<file path="config.mk">
export PLATFORM = sky130hd
export DESIGN_NAME = srts_regs
export DESIGN_NICKNAME = d
export VERILOG_FILES = /design/src/sv/srts_pkg.sv /design/src/sv/srts_regs.sv
export SDC_FILE = /design/constraint.sdc
export NUM_CORES = 1
export LEC_CHECK = 0
export BUFFER_PORTS_ARGS = -buffer_cell sky130_fd_sc_hd__buf_2
export CAP_MARGIN = 20
export CELL_PAD_IN_SITES_DETAIL_PLACEMENT = 1
export CELL_PAD_IN_SITES_GLOBAL_PLACEMENT = 1
export CORE_MARGIN = 8
export CORE_UTILIZATION = 32
export CTS_CLUSTER_SIZE = 20
export DETAILED_ROUTE_END_ITERATION = 12
export PLACE_DENSITY = 0.78
export REMOVE_ABC_BUFFERS = 1
export SLEW_MARGIN = 0
export SYNTH_ARGS = -nofsm -noshare
export SYNTH_HDL_FRONTEND = slang
export SYNTH_SLANG_ARGS = --single-unit
</file>
<file path="constraint.sdc">
create_clock -name clk -period 1.3 [get_ports clk]
set_input_delay 0.26 -clock clk [delete_from_list [all_inputs] [get_ports clk]]
set_output_delay 0.26 -clock clk [all_outputs]
set_load 0.02 [all_outputs]
</file>
<file path="src/sv/srts_pkg.sv">
// ----------------------------------------------------------------------------
// srts_pkg
// Shared types and constants of the sorted range table search block.
// ----------------------------------------------------------------------------
`default_nettype none

package srts_pkg;

  localparam int SLOT_W    = 12;
  localparam int COUNT_W   = 13;
  localparam int ADDR_W    = 32;
  localparam int OFFSET_W  = 33;
  localparam int DATA_W    = 32;
  localparam int PADDR_W   = 4;
  localparam int REG_IDX_W = 2;

  localparam logic FUNC_LOAD   = 1'b0;
  localparam logic FUNC_LOOKUP = 1'b1;

  localparam logic [REG_IDX_W-1:0] REG_TABLE_PRESENT     = 2'd0;
  localparam logic [REG_IDX_W-1:0] REG_ENTRY_COUNT       = 2'd1;
  localparam logic [REG_IDX_W-1:0] REG_TABLE_FILE_OFFSET = 2'd2;

  typedef struct packed {
    logic [ADDR_W-1:0] range_end;
    logic [ADDR_W-1:0] range_start;
  } entry_t;

  typedef struct packed {
    logic               table_present;
    logic [COUNT_W-1:0] entry_count;
    logic [ADDR_W-1:0]  table_file_offset;
  } cfg_t;

endpackage

`default_nettype wire

</file>
<file path="src/sv/srts_regs.sv">
// ----------------------------------------------------------------------------
// srts_regs
// APB configuration registers: table presence, entry count, file offset.
// ----------------------------------------------------------------------------
`default_nettype none

module srts_regs (
  input  wire logic                         clk,
  input  wire logic                         rst,
  input  wire logic                         psel,
  input  wire logic                         penable,
  input  wire logic                         pwrite,
  input  wire logic [srts_pkg::PADDR_W-1:0] paddr,
  input  wire logic [srts_pkg::DATA_W-1:0]  pwdata,
  output logic      [srts_pkg::DATA_W-1:0]  prdata,
  output logic                              pready,
  output srts_pkg::cfg_t                    cfg
);
  import srts_pkg::*;

  logic [REG_IDX_W-1:0] reg_idx;
  logic                 wr_stb;

  assign reg_idx = paddr[PADDR_W-1:2];
  assign wr_stb  = psel & penable & pwrite;
  assign pready  = 1'b1;

  always_ff @(posedge clk) begin
    if (rst) begin
      cfg <= '0;
    end else if (wr_stb) begin
      unique case (reg_idx)
        REG_TABLE_PRESENT:     cfg.table_present     <= pwdata[0];
        REG_ENTRY_COUNT:       cfg.entry_count       <= pwdata[COUNT_W-1:0];
        REG_TABLE_FILE_OFFSET: cfg.table_file_offset <= pwdata[ADDR_W-1:0];
        default: begin
        end
      endcase
    end
  end

  always_comb begin
    unique case (reg_idx)
      REG_TABLE_PRESENT:     prdata = {{(DATA_W-1){1'b0}}, cfg.table_present};
      REG_ENTRY_COUNT:       prdata = {{(DATA_W-COUNT_W){1'b0}}, cfg.entry_count};
      REG_TABLE_FILE_OFFSET: prdata = cfg.table_file_offset;
      default:               prdata = '0;
    endcase
  end

endmodule

`default_nettype wire

</file>
# Yosys cells after proc, flatten, opt, wreduce, memory -nomap -nowiden
# Cells that the tools add are included.
totals:
  ff_bits: 46
  output_inout_bits: 79
classes:
  eq_ne: 2
  muxes: 1
  n_bitwise: 2
  reduce_logical: 4
op_table:
  columns: ["op", "count"]
  rows:
  - ["$pmux 32 s3", 1]
  - ["$reduce_and 2->1", 3]
  - ["$and 1x1->1", 2]
  - ["$eq 2x1->1 const B", 1]
  - ["$eq 2x2->1 const B", 1]
  - ["$logic_not 2->1", 1]

# Logic depth before layout (Yosys ltp)
logic_depth:
  word_depth: 3
  mapped_depth: 5

# Least setup slack after synthesis
# OpenSTA, ideal clock, no wires.
synth_timing:
  path_kind: "input to output"
  startpoint: "in paddr[2] (netlist bit)"
  endpoint: "out prdata[12] (netlist bit)"
  arrival_time_ns: 0.972
  required_time_ns: 1.040
  path_slack_ns: 0.068
  path_stages: 3
  path_buffers: 1
  path_cell_list: "and2b_1 -> clkbuf_1 -> a22o_1"
synth_via:
  elab_chain_cells: 2
  elab_cells_between_ends: 4
  cone_classes: "eq/ne (2); mux (1); reduce/logical (1)"
synth_rtl:
  columns: ["element", "line_no", "text"]
  rows:
  - ["start, declared", "srts_regs.sv:13", "input wire logic [srts_pkg::PADDR_W-1:0] paddr,"]
  - ["$eq 2x2->1, or another cell as far along", "srts_regs.sv:43", "unique case (reg_idx)"]
  - ["$pmux 32 s3 *", "srts_regs.sv:43", null]
  - ["end, declared", "srts_regs.sv:15", "output logic [srts_pkg::DATA_W-1:0] prdata,"]
# Mark *: on every way between the ends. The rest lies on a longest branch, timed or not.

# Worst setup path after layout
layout_timing:
  startpoint: "in paddr[2] (netlist bit)"
  endpoint: "out prdata[2] (netlist bit)"
# Same word-level chain as after synthesis.

==> metrics <==
CP arrival=1.12 ns; Detailed Place HPWL=5140 um; Setup crit end kind=output port; max FFs per register=46; top-area cell type share of the netlist area=40.4%; post-synth top area cell=dfxtp_1; Worst Setup Start Kind=primary input; IO buf count=116; clock root buffer=clkbuf_8; max-slew violation count=0; DRT met1 WL=2920 um; GRT overflow=0; Core Rows=30; WL final=7090 um; path depth of the worst reg2reg path=2; r2r endpoint=cfg[37]; Main synth FF type=dfxtp_1; Mapped Area=0.00228 sq mm; vias in the first global route=2248; final worst slack=-0.0790 ns; final core utilization=50.3%; Top Registers=cfg (46); min Tclk post-route=1.38 ns; WL met2=3600 um; Setup Crit Path Kind=primary input to output port; post-route total power=2.86 mW; core area=0.00683 sq mm; worst path required time=1.04 ns; Die Width=100 um; HP Class=primary input to flip-flop; Post-synth EDFFs=0; Syn Area/Cell=9.91 sq um; WL/cell=15.9 um; Inst Count DP=437; sequential element share of the synthesized area=40.4%; leak pwr=1.59 nW; Skew-Pair Late Insertion Delay=0.29 ns; CTS Sinks=46; final hold violation count=0; diodes inserted=0; WHS=0.217 ns; CTS tree=done; Die Area=0.0101 sq mm; DR iter-0 viols=18; initial antenna violation count=0; share of cells above drive strength 1=43.0%; GPL Wtd Cong=0.670; Die Y=100 um; DR top layer=met4; Biggest register=cfg; CTS Buffer Depth=2; P&R area growth vs syn=50.7%; fin crit share=106%; Final Non-Filler Cells=447; Initial Util=33.4%; YS warnings=0; Setup Skew=0 ns; Max Freq=725 MHz; post-route ant nets=0; Reg2Reg Setup Slack=0.61 ns; worst r2r src=cfg[37]; H-tree depth=2; total iterations of the first detailed-routing run=4; Cell Pwr Density=834 mW/mm^2; vias=2035; Clk pin slew, worst setup/hold paths=0.09 ns; TritonCTS Buffers=5; worst hold path endpoint=cfg[29]; Synth Instances=230; run status=finished with violations; synth top area cells=dfxtp_1, nand2b_1, mux2i_1, and2_1, a22o_1; crit path launch=paddr[2]; largest net degree at the start of global routing=79; Setup-failing EPs final=31; Max Cap Viol=0; vias per cell=4.55; Yosys cell types=19; failing checks=setup timing; DRC errors left=0; peak supply drop=411 uV; Seq cells post-synth=46; first-pass GRT wire length=11300 um; met3 wire len=544 um; I/O pin count=120; unrepaired setup endpoints after global routing=true; NumNets Final=391; Worst Hold Path Cells=3; Max FO, Critical Path=18; hold path start=pwdata[29]; total global-route track usage=13.9%; asr flop ratio synth=0%
[per-layer routing]
| layer | vias up | GRT usage [%] |
|---|---|---|
| met3 | 4 | 5.12 |
| met2 | 66 | 25.2 |
| met4 | 0 | 2.09 |
| met5 | - | 0 |
| met1 | 964 | 15.2 |
| li1 | 1001 | - |
[synth_stat cells, drive strengths merged, types with 2 or more instances]
cell and n:
mux2i 47, nand2b 78, nand4 2, nor3b 2, buf 7, a22o 12, dfxtp 46, clkbuf 10
and2 19
[final cells by class]
type / count / area [sq um]
timing repair buffer: 130 / 990
sequential: 46 / 923
fill: 790 / 3400
clock buffer: 6 / 72.6
multi-input combinational: 167 / 1290
clock inverter: 2 / 37.5
tap: 96 / 120
[logic make-up after synthesis]
logic type | count (synthesis) | share of synthesized area, %
AND/OR/NAND/NOR | 106 | 29.8
multiplexers | 47 | 20.6
flip-flops | 46 | 40.4
buffers and inverters | 17 | 4.12
AO/OA/AOI/OAI | 13 | 4.83
other | 1 | 0.165
[stage by stage]
step / instance area [sq um] / worst slack [ns] / TNS, ns
after floorplan: 2180 / -1.11 / -37.02
after global placement: 3060 / -0.131 / -4.05
after CTS: 3410 / -0.0753 / -1.87
after detailed placement: 3060 / -0.155 / -5.51
after global routing: 3430 / -0.115 / -2.80
final: 3430 / -0.0790 / -1.79
[critical path: stages]
cell	delay (ns)
buf_6	0.10
and2b_4	0.32
buf_12	0.16
a22o_1	0.16
buf_6	0.12
[layout by cell type (no fill, tap or decap)]
cell         n
nand3_2      1
buf_12       6
and2_4       7
buf_2       82
nand4_1      2
mux2i_1     47
and2_1      12
buf_6       33
nand2b_1    78
and2b_4      1
conb_1       1
o21ai_1      1
clkinvlp_4   1
nor3_1       1
buf_4        8
dfxtp_1     44
nor2b_2      1
nor3b_2      1
nor3b_4      1
clkbuf_8     5
bufinv_16    1
clkbuf_1     1
dfxtp_2      2
a22o_1      12
nand2_1      1
buf_16       1
[report_power, final]
group	leakage [nW]	switching (mW)	internal (mW)
clock	0.0514	0.490	0.574
combinational	1.17	0.170	0.188
sequential	0.372	0.0142	1.43
[worst max-delay path by stage]
stage | end | slack, ns
after floorplan | cfg[10] | -1.11
after global placement | prdata[6] | -0.13
after detailed placement | prdata[6] | -0.15
after CTS | prdata[17] | -0.08
after global routing | prdata[8] | -0.11
final | prdata[2] | -0.08
[what timing repair did]
item                                    4_1_cts  5_1_grt
resized for setup                            70        8
pin swaps                                     1       10
endpoints found under the setup margin       32       32
hold endpoints to repair                      0        0
buffers inserted                              1        0
cloned                                        1        0
hold buffers                                  0        0
Note: power is estimated with default switching activity, not from simulation.
