### config.mk
export PLATFORM = sky130hd
export DESIGN_NAME = srts_engine_flat
export DESIGN_NICKNAME = d
export VERILOG_FILES = /design/src/sv/srts_pkg.sv /design/src/sv/srts_req_if.sv /design/src/sv/srts_rsp_if.sv /design/src/sv/srts_engine.sv /design/src/flat_wrapper.sv
export SDC_FILE = /design/constraint.sdc
export NUM_CORES = 1
export LEC_CHECK = 0
export BUFFER_PORTS_ARGS = -buffer_cell sky130_fd_sc_hd__buf_2
export CORE_MARGIN = 8
export CORE_UTILIZATION = 35
export DETAILED_ROUTE_END_ITERATION = 12
export PLACE_DENSITY = 0.61
export SLEW_MARGIN = 10
export SYNTH_ARGS = -nofsm -noshare
export SYNTH_HDL_FRONTEND = slang
export SYNTH_SLANG_ARGS = --single-unit
### constraint.sdc
create_clock -name clk -period 8.8 [get_ports clk]
set_clock_uncertainty 0.1 [all_clocks]
set_input_delay 0 -clock clk [delete_from_list [all_inputs] [get_ports clk]]
set_output_delay 0 -clock clk [all_outputs]
set_load 0.03 [all_outputs]
### src/sv/srts_pkg.sv
// ----------------------------------------------------------------------------
// srts_pkg
// Shared types and constants of the sorted range table search block.
// ----------------------------------------------------------------------------
`default_nettype none

package srts_pkg;

  localparam int SLOT_W    = 12;
  localparam int COUNT_W   = 13;
  localparam int ADDR_W    = 32;
  localparam int OFFSET_W  = 33;
  localparam int DATA_W    = 32;
  localparam int PADDR_W   = 4;
  localparam int REG_IDX_W = 2;

  localparam logic FUNC_LOAD   = 1'b0;
  localparam logic FUNC_LOOKUP = 1'b1;

  localparam logic [REG_IDX_W-1:0] REG_TABLE_PRESENT     = 2'd0;
  localparam logic [REG_IDX_W-1:0] REG_ENTRY_COUNT       = 2'd1;
  localparam logic [REG_IDX_W-1:0] REG_TABLE_FILE_OFFSET = 2'd2;

  typedef struct packed {
    logic [ADDR_W-1:0] range_end;
    logic [ADDR_W-1:0] range_start;
  } entry_t;

  typedef struct packed {
    logic               table_present;
    logic [COUNT_W-1:0] entry_count;
    logic [ADDR_W-1:0]  table_file_offset;
  } cfg_t;

endpackage

`default_nettype wire

### src/sv/srts_req_if.sv
// ----------------------------------------------------------------------------
// srts_req_if
// Request channel: table loads and address lookups.
// ----------------------------------------------------------------------------
`default_nettype none

interface srts_req_if;
  import srts_pkg::*;

  logic              valid;
  logic              ready;
  logic              func;
  logic [SLOT_W-1:0] entry_slot;
  logic [ADDR_W-1:0] range_start;
  logic [ADDR_W-1:0] range_end;
  logic [ADDR_W-1:0] lookup_address;

  modport source (
    output valid, func, entry_slot, range_start, range_end, lookup_address,
    input  ready
  );

  modport sink (
    input  valid, func, entry_slot, range_start, range_end, lookup_address,
    output ready
  );

endinterface

`default_nettype wire

### src/sv/srts_rsp_if.sv
// ----------------------------------------------------------------------------
// srts_rsp_if
// Response channel: one transaction per lookup.
// ----------------------------------------------------------------------------
`default_nettype none

interface srts_rsp_if;
  import srts_pkg::*;

  logic                valid;
  logic                ready;
  logic                hit;
  logic [SLOT_W-1:0]   found_slot;
  logic [OFFSET_W-1:0] entry_file_offset;

  modport source (
    output valid, hit, found_slot, entry_file_offset,
    input  ready
  );

  modport sink (
    input  valid, hit, found_slot, entry_file_offset,
    output ready
  );

endinterface

`default_nettype wire

### src/sv/srts_engine.sv
// ----------------------------------------------------------------------------
// srts_engine
// Search sequencer: bisects the range table with one shared compare unit
// and holds the response in an output register.
// ----------------------------------------------------------------------------
`default_nettype none

module srts_engine #(
  parameter int MAX_ENTRIES = 4096,
  parameter int ENTRY_BYTES = 12
) (
  input  wire logic        clk,
  input  wire logic        rst,
  input  srts_pkg::cfg_t   cfg,
  srts_req_if.sink         req,
  srts_rsp_if.source       rsp,
  output logic             wr_en,
  output logic [((MAX_ENTRIES > 1) ? $clog2(MAX_ENTRIES) : 1)-1:0] wr_addr,
  output srts_pkg::entry_t wr_data,
  output logic [((MAX_ENTRIES > 1) ? $clog2(MAX_ENTRIES) : 1)-1:0] rd_addr,
  input  srts_pkg::entry_t rd_data
);
  import srts_pkg::*;

  localparam int IDX_W = (MAX_ENTRIES > 1) ? $clog2(MAX_ENTRIES) : 1;
  localparam int CNT_W = $clog2(MAX_ENTRIES + 1);

  localparam logic [2:0] S_IDLE  = 3'd0;
  localparam logic [2:0] S_FIRST = 3'd1;
  localparam logic [2:0] S_PROBE = 3'd2;
  localparam logic [2:0] S_CHECK = 3'd3;
  localparam logic [2:0] S_EMIT  = 3'd4;

  logic [2:0]        state, state_next;
  logic [CNT_W-1:0]  lo, lo_next;
  logic [CNT_W-1:0]  hi, hi_next;
  logic [CNT_W-1:0]  mid, mid_next;
  logic [IDX_W-1:0]  pick, pick_next;
  logic [ADDR_W-1:0] addr, addr_next;
  logic              res_hit, res_hit_next;

  logic                out_valid;
  logic                out_hit;
  logic [SLOT_W-1:0]   out_slot;
  logic [OFFSET_W-1:0] out_offset;

  logic             accept;
  logic             emit;
  logic [CNT_W-1:0] count_sat;
  logic [31:0]      slot_ext;
  logic [31:0]      pick_ext;
  logic [CNT_W:0]   sum_n;
  logic             lt;
  logic             gt;

  assign req.ready = (state == S_IDLE);
  assign accept    = req.valid & req.ready;
  assign emit      = (state == S_EMIT) && (!out_valid || rsp.ready);

  always_comb begin
    if (32'(cfg.entry_count) > 32'(MAX_ENTRIES)) begin
      count_sat = CNT_W'(MAX_ENTRIES);
    end else begin
      count_sat = CNT_W'(cfg.entry_count);
    end
  end

  assign slot_ext = 32'(req.entry_slot);
  assign wr_en    = accept && (req.func == FUNC_LOAD) && (slot_ext < 32'(MAX_ENTRIES));
  assign wr_addr  = slot_ext[IDX_W-1:0];
  assign wr_data  = '{range_end: req.range_end, range_start: req.range_start};

  // shared compare unit
  assign lt = addr < rd_data.range_start;
  assign gt = rd_data.range_start < addr;

  always_comb begin
    state_next   = state;
    lo_next      = lo;
    hi_next      = hi;
    mid_next     = mid;
    pick_next    = pick;
    addr_next    = addr;
    res_hit_next = res_hit;
    rd_addr      = '0;
    sum_n        = '0;
    unique case (state)
      S_IDLE: begin
        if (accept && (req.func == FUNC_LOOKUP)) begin
          addr_next    = req.lookup_address;
          lo_next      = '0;
          hi_next      = count_sat;
          pick_next    = '0;
          res_hit_next = 1'b0;
          if (!cfg.table_present || (count_sat == '0)) begin
            state_next = S_EMIT;
          end else begin
            state_next = S_FIRST;
          end
        end
      end
      S_FIRST: begin
        if (lt) begin
          state_next = S_EMIT;
        end else begin
          sum_n      = {1'b0, lo} + {1'b0, hi};
          mid_next   = sum_n[CNT_W:1];
          rd_addr    = mid_next[IDX_W-1:0];
          state_next = S_PROBE;
        end
      end
      S_PROBE: begin
        if (!lt && !gt) begin
          pick_next  = mid[IDX_W-1:0];
          rd_addr    = pick_next;
          state_next = S_CHECK;
        end else begin
          if (gt) begin
            lo_next = mid;
          end
          if (lt) begin
            hi_next = mid;
          end
          if (({1'b0, lo_next} + (CNT_W+1)'(1)) >= {1'b0, hi_next}) begin
            pick_next  = lo_next[IDX_W-1:0];
            rd_addr    = pick_next;
            state_next = S_CHECK;
          end else begin
            sum_n    = {1'b0, lo_next} + {1'b0, hi_next};
            mid_next = sum_n[CNT_W:1];
            rd_addr  = mid_next[IDX_W-1:0];
          end
        end
      end
      S_CHECK: begin
        res_hit_next = !lt && (addr < rd_data.range_end);
        state_next   = S_EMIT;
      end
      S_EMIT: begin
        if (!out_valid || rsp.ready) begin
          state_next = S_IDLE;
        end
      end
      default: begin
        state_next = S_IDLE;
      end
    endcase
  end

  always_ff @(posedge clk) begin
    if (rst) begin
      state <= S_IDLE;
    end else begin
      state <= state_next;
    end
  end

  always_ff @(posedge clk) begin
    lo      <= lo_next;
    hi      <= hi_next;
    mid     <= mid_next;
    pick    <= pick_next;
    addr    <= addr_next;
    res_hit <= res_hit_next;
  end

  assign pick_ext = 32'(pick);

  always_ff @(posedge clk) begin
    if (rst) begin
      out_valid <= 1'b0;
    end else if (emit) begin
      out_valid <= 1'b1;
    end else if (rsp.ready) begin
      out_valid <= 1'b0;
    end
  end

  always_ff @(posedge clk) begin
    if (emit) begin
      out_hit <= res_hit;
      if (res_hit) begin
        out_slot   <= pick_ext[SLOT_W-1:0];
        out_offset <= OFFSET_W'(cfg.table_file_offset)
                      + OFFSET_W'(pick) * OFFSET_W'(ENTRY_BYTES);
      end else begin
        out_slot   <= '0;
        out_offset <= '0;
      end
    end
  end

  assign rsp.valid             = out_valid;
  assign rsp.hit               = out_hit;
  assign rsp.found_slot        = out_slot;
  assign rsp.entry_file_offset = out_offset;

  a_probe_bounds : assert property (@(posedge clk) disable iff (rst)
    (state == S_PROBE) |-> (lo <= mid) && (mid < hi))
    else $error("probe index outside search bounds");

  a_miss_zero : assert property (@(posedge clk) disable iff (rst)
    (rsp.valid && !rsp.hit) |-> (rsp.found_slot == '0) && (rsp.entry_file_offset == '0))
    else $error("miss response carries nonzero slot or offset");

  a_absent_miss : assert property (@(posedge clk) disable iff (rst)
    (accept && (req.func == FUNC_LOOKUP) && !cfg.table_present && !rsp.valid)
      |=> ##1 (rsp.valid && !rsp.hit))
    else $error("lookup on absent table did not miss in two cycles");

endmodule

`default_nettype wire

### src/flat_wrapper.sv
// flat-port wrapper written by rule: the top's interface ports become plain ports
module srts_engine_flat import srts_pkg::*;
#(
  parameter int MAX_ENTRIES = 4096,
  parameter int ENTRY_BYTES = 12
)
  (clk, rst, cfg, wr_en, wr_addr, wr_data, rd_addr, rd_data, req_valid, req_func, req_entry_slot, req_range_start, req_range_end, req_lookup_address, req_ready, rsp_valid, rsp_hit, rsp_found_slot, rsp_entry_file_offset, rsp_ready);
  srts_req_if req_i ();
  srts_rsp_if rsp_i ();
  input  wire logic clk;
  input  wire logic rst;
  input  srts_pkg::cfg_t cfg;
  output logic wr_en;
  output logic [((MAX_ENTRIES > 1) ? $clog2(MAX_ENTRIES) : 1)-1:0] wr_addr;
  output srts_pkg::entry_t wr_data;
  output logic [((MAX_ENTRIES > 1) ? $clog2(MAX_ENTRIES) : 1)-1:0] rd_addr;
  input  srts_pkg::entry_t rd_data;
  input wire logic [$bits(req_i.valid)-1:0] req_valid;
  input wire logic [$bits(req_i.func)-1:0] req_func;
  input wire logic [$bits(req_i.entry_slot)-1:0] req_entry_slot;
  input wire logic [$bits(req_i.range_start)-1:0] req_range_start;
  input wire logic [$bits(req_i.range_end)-1:0] req_range_end;
  input wire logic [$bits(req_i.lookup_address)-1:0] req_lookup_address;
  output wire logic [$bits(req_i.ready)-1:0] req_ready;
  output wire logic [$bits(rsp_i.valid)-1:0] rsp_valid;
  output wire logic [$bits(rsp_i.hit)-1:0] rsp_hit;
  output wire logic [$bits(rsp_i.found_slot)-1:0] rsp_found_slot;
  output wire logic [$bits(rsp_i.entry_file_offset)-1:0] rsp_entry_file_offset;
  input wire logic [$bits(rsp_i.ready)-1:0] rsp_ready;
  assign req_i.valid = req_valid;
  assign req_i.func = req_func;
  assign req_i.entry_slot = req_entry_slot;
  assign req_i.range_start = req_range_start;
  assign req_i.range_end = req_range_end;
  assign req_i.lookup_address = req_lookup_address;
  assign req_ready = req_i.ready;
  assign rsp_valid = rsp_i.valid;
  assign rsp_hit = rsp_i.hit;
  assign rsp_found_slot = rsp_i.found_slot;
  assign rsp_entry_file_offset = rsp_i.entry_file_offset;
  assign rsp_i.ready = rsp_ready;
  srts_engine #(.MAX_ENTRIES(MAX_ENTRIES), .ENTRY_BYTES(ENTRY_BYTES)) u_core (.clk(clk), .rst(rst), .cfg(cfg), .req(req_i), .rsp(rsp_i), .wr_en(wr_en), .wr_addr(wr_addr), .wr_data(wr_data), .rd_addr(rd_addr), .rd_data(rd_data));
endmodule
Word level (Yosys, flattened, before mapping)
Index checks and enable logic that the tools add are counted.
- register bits after elaboration: 134
- input bits: 223
- output and inout bits: 137
- word-level logic and storage cells: 94
- add/sub/neg operators: 4
- $mul: 1
- order comparisons: 6
- equal/unequal tests: 10
- multiplexer cells: 36
- bitwise logic cells: 2
- reduce and logical (&&, ||, !) cells: 24
- operators by type and width (cell ; number):
    13-bit two-way mux ; 14
    32-bit < comparator ; 3
    13-bit one-hot mux with 2 select lines ; 3
    12-bit two-way mux ; 6
    12-bit one-hot mux with 2 select lines ; 2
    32-bit by 16-bit adder with 33-bit output ; 1
    13-bit by 13-bit adder with 14-bit output ; 2
    3-bit two-way mux ; 6
    3-bit one-hot mux with 5 select lines ; 1
    13-bit by 1-bit adder with 14-bit output, second input constant ; 1
    14-bit by 13-bit >= comparator with 1-bit output ; 1
    12-bit by 2-bit multiplier with 14-bit output, second input constant ; 1
    13-bit > comparator, second input constant ; 1
    13-bit zero test ; 1
    12-bit by 13-bit < comparator with 1-bit output, second input constant ; 1
    2-bit != test, second input constant ; 5
    3-bit AND reduction ; 3
    2-bit nonzero test ; 4
    3-bit by 2-bit equality test with 1-bit output, second input constant ; 2
    1-bit logical AND ; 6
    1-bit zero test ; 4
    2-bit AND reduction ; 2
    4-bit AND reduction ; 1
    3-bit by 1-bit equality test with 1-bit output, second input constant ; 1
    other kinds (8) ; 11

Logic depth before layout (Yosys ltp)
- word-level depth: 10
- gate-level depth with buffers: 27
- depth with buffers taken out: 23

Least setup slack after synthesis
OpenSTA, ideal clock, no wires.
- path kind: register -> register
- start point: register u_core.addr[29]
- end point: register u_core.mid[0], enable pin
- setup time: 382 ps
- arrival time: 5611 ps
- required time: 8318 ps
- setup slack: 2707 ps
- cell stages (with the launch flop): 24
- path buffers: 3
- period minus slack after synthesis: 6093 ps
- cell sequence: edfxtp_1 ha_1 nand4_1 o211ai_1 a2111oi_0 o21ai_1 o31ai_4 buf_2 mux2_2 ha_1 clkbuf_1 nand4_1 a21oi_1 ha_1 or4_1 a21oi_1 o21ai_0 o2111ai_1 a21oi_1 a211oi_1 o21ai_4 buf_6 o2bb2a_1 nor2_1
- cells in the longest elaborated chain, start to end: 8
- elaborated cells on any way between the ends: 17
- those cells by class: add/sub: 1; order compare: 3; eq/ne: 3; mux: 6; reduce/logical: 4
- RTL lines (what ; line ; text):
    start: declaration ; srts_engine.sv:39 ; logic [ADDR_W-1:0] addr, addr_next;
    start signal: assignment ; srts_engine.sv:163 ; addr <= addr_next;
    32-bit < comparator ; srts_engine.sv:75 ; assign gt = rd_data.range_start < addr;
    13-bit two-way mux ; srts_engine.sv:118 ; if (gt) begin
    13-bit two-way mux ; srts_engine.sv:113 ; if (!lt && !gt) begin
    13-bit two-way mux ; srts_engine.sv:87 ; unique case (state)
    13-bit by 1-bit adder with 14-bit output ; srts_engine.sv:124 ; if (({1'b0, lo_next} + (CNT_W+1)'(1)) >= {1'b0, hi_next}) begin
    14-bit by 13-bit >= comparator with 1-bit output ; srts_engine.sv:124 ;
    2-bit != test (no line) ; -- ;
    4-bit AND reduction (no line) (*) ; -- ;
    end signal: assignment ; srts_engine.sv:161 ; mid <= mid_next;
    end: declaration ; srts_engine.sv:37 ; logic [CNT_W-1:0] mid, mid_next;
Every way passes the cells marked *; elsewhere a longest branch is shown, timed or not. The select of a mux whose other input is x is not followed.
A chain may end at the register's enable or synchronous reset.

Final worst setup path
- start point: register u_core.addr[19]
- end point: register u_core.mid[0], enable pin
Same word-level chain as after synthesis.

==> results.py <==
metrics = {
    "clocking": {
        "htreeDepth": 4,
        "clock_sinks": 134,
        "cts-root-buf": "clkbuf_16",
        "holdBufCountCts": 151,
        "cts_tree": "built",
        "clock_latency_ns": 0.42,
        "cts_setup_buffers": 0,
        "cts_buffers": 17,
        "cts_max_path_buffers": 2,
        "cts-resized-gates": 0,
        "path_clk_slew_ns": 0.07,
    },
    "floorplanning": {
        "start_util_pct": 35.3,
        "die_w_um": 191,
        "rows": 64,
        "dieArea_mm2": 0.0365,
        "ios": 360,
        "die_h_um": 191,
        "core_area_mm2": 0.0304,
    },
    "logic_synthesis": {
        "synth_edf_count": 130,
        "synth_nets": 1468,
        "ys_top_cells_by_area": "edfxtp_1 36%, ha_1 15%, buf_4 5.3%",
        "yosysTopAreaCell": "edfxtp_1",
        "synth_cell_types": 61,
        "yosysSeqAreaShare_pct": 37.1,
        "syn_inst": 1114,
        "synthFlopType": "edfxtp_1",
        "synth_top_area_share_pct": 36.3,
        "syn-cell-area_mm2": 0.0107,
        "synth.avg_cell_area_um2": 9.64,
        "synth_warnings": 0,
        "async_flop_share_pct": 0,
        "ys_ff_latch": 134,
    },
    "placement": {
        "dpl_worst_slack_ns": 1.98,
        "gp_congestion": 0.899,
        "dp_cells": 1624,
        "numPortBuffers": 207,
        "hpwl_um": 23700,
    },
    "finish": {
        "fin_util_pct": 45.2,
        "stdcell_count": 1807,
        "areaGrowthSynthToFinish_pct": 28.0,
        "layout-drive-gt1-share_pct": 19.1,
        "fin_nets": 1752,
        "n_antenna_cell": 0,
    },
    "grt": {
        "grt_pass1_vias": 9372,
        "antenna_found_initial": 0,
        "use_met3_pct": 2.75,
        "track_usage_pct": 16.4,
        "grt_overflow": 0,
        "busiest_layer": "met2",
        "grt_use_met2_pct": 29.0,
        "met1_usage_pct": 19.7,
        "grt_pass1_wl_um": 48100,
        "grt_max_degree": 47,
    },
    "drt": {
        "wl_um": 31500,
        "post-route-drc-count": 0,
        "drt_pass1_iterations": 5,
        "ant_nets": 0,
        "wl_per_cell_um": 17.4,
        "avgViaCountPerCell": 5.04,
        "vias": 9103,
        "drt-initial-drc-count": 394,
    },
    "worst_setup_path": {
        "path_class": "reg -> reg",
        "r2r-start": "u_core.addr[19]",
        "arrival_ns": 6.81,
        "endpoint_kind": "flop",
        "start_kind": "flop",
        "crit_fanout": 26,
        "crit_path_start": "u_core.addr[19]",
        "worstPathRequired_ns": 8.73,
    },
    "sta": {
        "fmax_ghz": 0.145,
        "period_needed_ns": 6.88,
        "fin_ws_ns": 1.92,
        "max_slew_margin_pct": 26.8,
        "finalHoldViolations": 0,
        "finalSetupTns_ns": 0,
        "max_slew.worst_pin.slew_ns": 1.09,
        "holdWs_ns": 0.0250,
        "fin_crit_sh_pct": 78.2,
        "slew_violations": 0,
        "finalSetupViolCount": 0,
        "rsz0062_at_grt": "no",
    },
    "status": {
        "status": "finished clean",
    },
    "pwr": {
        "powerDensity_mw_per_mm2": 166,
        "power_leakage_uw": 0.00621,
        "irDropWorstVdd_v": 0.000117,
    },
    "min_path": {
        "hp-start": "cfg[4]",
        "hp-class": "in -> reg",
    },
    "run": {
        "cap_violations": 0,
    },
}
final cells by class:
class                   count  area [um^2]
clock buffers              17          425
clock inverters            15          136
fillers                  2908        16700
inverters                 100          375
multi-input cells         778         5720
flip-flops and latches    134         3980
well taps                 396          495
repair buffers            367         2620
registers in the layout, summed over array words and instances (netlist names):
signal                        cells
u_core.res_hit                    1
u_core.state                      3
u_core.mid                       13
u_core.rsp.entry_file_offset     33
u_core.hi                        13
u_core.rsp.valid                  1
u_core.lo                        13
u_core.pick                      12
u_core.rsp.found_slot            12
u_core.rsp.hit                    1
u_core.addr                      32
per-stage QoR:
step                      total power (uW)  instance area, um^2
after floorplan                       1380                10700
after global placement                1490                11700
after CTS                             2300                13700
after detailed placement              1510                11700
final                                 2280                13700
after global routing                  2410                13700
Yosys cell counts (4+ instances only):
cell and instances:
nor3_1 22, nand4_1 16, o21ai_1 6, xor2_1 18, inv_1 100, mux2i_1 53
clkbuf_1 22, xnor2_1 36, dfxtp_1 4, buf_4 76, and2_1 25, nand2_1 71
a21oi_1 57, a21o_1 22, o21a_1 9, or3_1 8, o211ai_1 6, o21ai_0 51
nand3_1 27, mux2_2 11, nor3b_1 4, a211oi_1 14, ha_1 127, nand2b_1 14
fa_1 4, nand3b_1 7, nor4_1 7, o21bai_1 5, and3_1 12, nor2b_1 8
a221o_1 4, edfxtp_1 130, nor2_1 93
power breakdown:
group | switching (uW) | internal, uW
Clock | 317 | 373
Sequential | 31.8 | 762
Combinational | 464 | 334
Total | 813 | 1470
critical path: stages, from the launching register on:
cell	delay (ns)
edfxtp_1	0.40
ha_1	0.34
nand4_1	0.17
nor4_1	0.30
nand3_1	0.18
or3_1	0.51
o31ai_4	0.09
buf_4	0.35
mux2i_1	0.34
inv_1	0.15
ha_1	0.30
nand4_1	0.11
a21oi_1	0.07
ha_1	0.21
or4_1	0.51
a21oi_1	0.11
o21ai_0	0.10
o2111ai_1	0.12
a21oi_1	0.10
a211oi_1	0.42
o21ai_4	0.30
o2bb2a_1	0.36
nor2_1	0.82
kinds of logic (layout without fill, tap and decap cells):
family	after synthesis	after routing	share of synthesized area (%)
flip-flops	134	134	37.1
AND/OR/NAND/NOR	321	321	14.5
AO/OA/AOI/OAI	208	208	12.5
adder cells (fa/ha/maj)	131	131	15.5
buffers and inverters	202	499	9.82
multiplexers	64	64	6.09
XOR/XNOR	54	54	4.40
cell usage in the layout (no fill, tap or decap), types with 27 or more instances in the layout:
cell / netlist / final
nor2_1: 93 / 92
dlygate4sd3_1: 0 / 151
edfxtp_1: 130 / 130
o21ai_0: 51 / 51
a21oi_1: 57 / 57
nand2_1: 71 / 71
inv_1: 100 / 100
xnor2_1: 36 / 36
ha_1: 127 / 127
buf_2: 3 / 207
mux2i_1: 53 / 53
nand3_1: 27 / 27
final timing paths:
check | to | slack, ns | depth (start not counted)
worst max-delay path | u_core.mid[0] | 1.92 | 22
worst min-delay path | u_core.rsp.entry_file_offset[4] | 0.02 | 4
worst max register to register | u_core.mid[0] | 1.92 | 22
worst min register to register | u_core.rsp.found_slot[3] | 0.53 | 1
routing by layer:
layer	wire length (um)	share of wire [%]
met1	13000	41
met2	15600	50
met3	1950	6.2
met4	847	2.7
met5	0	0
Note: power is estimated with default switching activity, not from simulation.
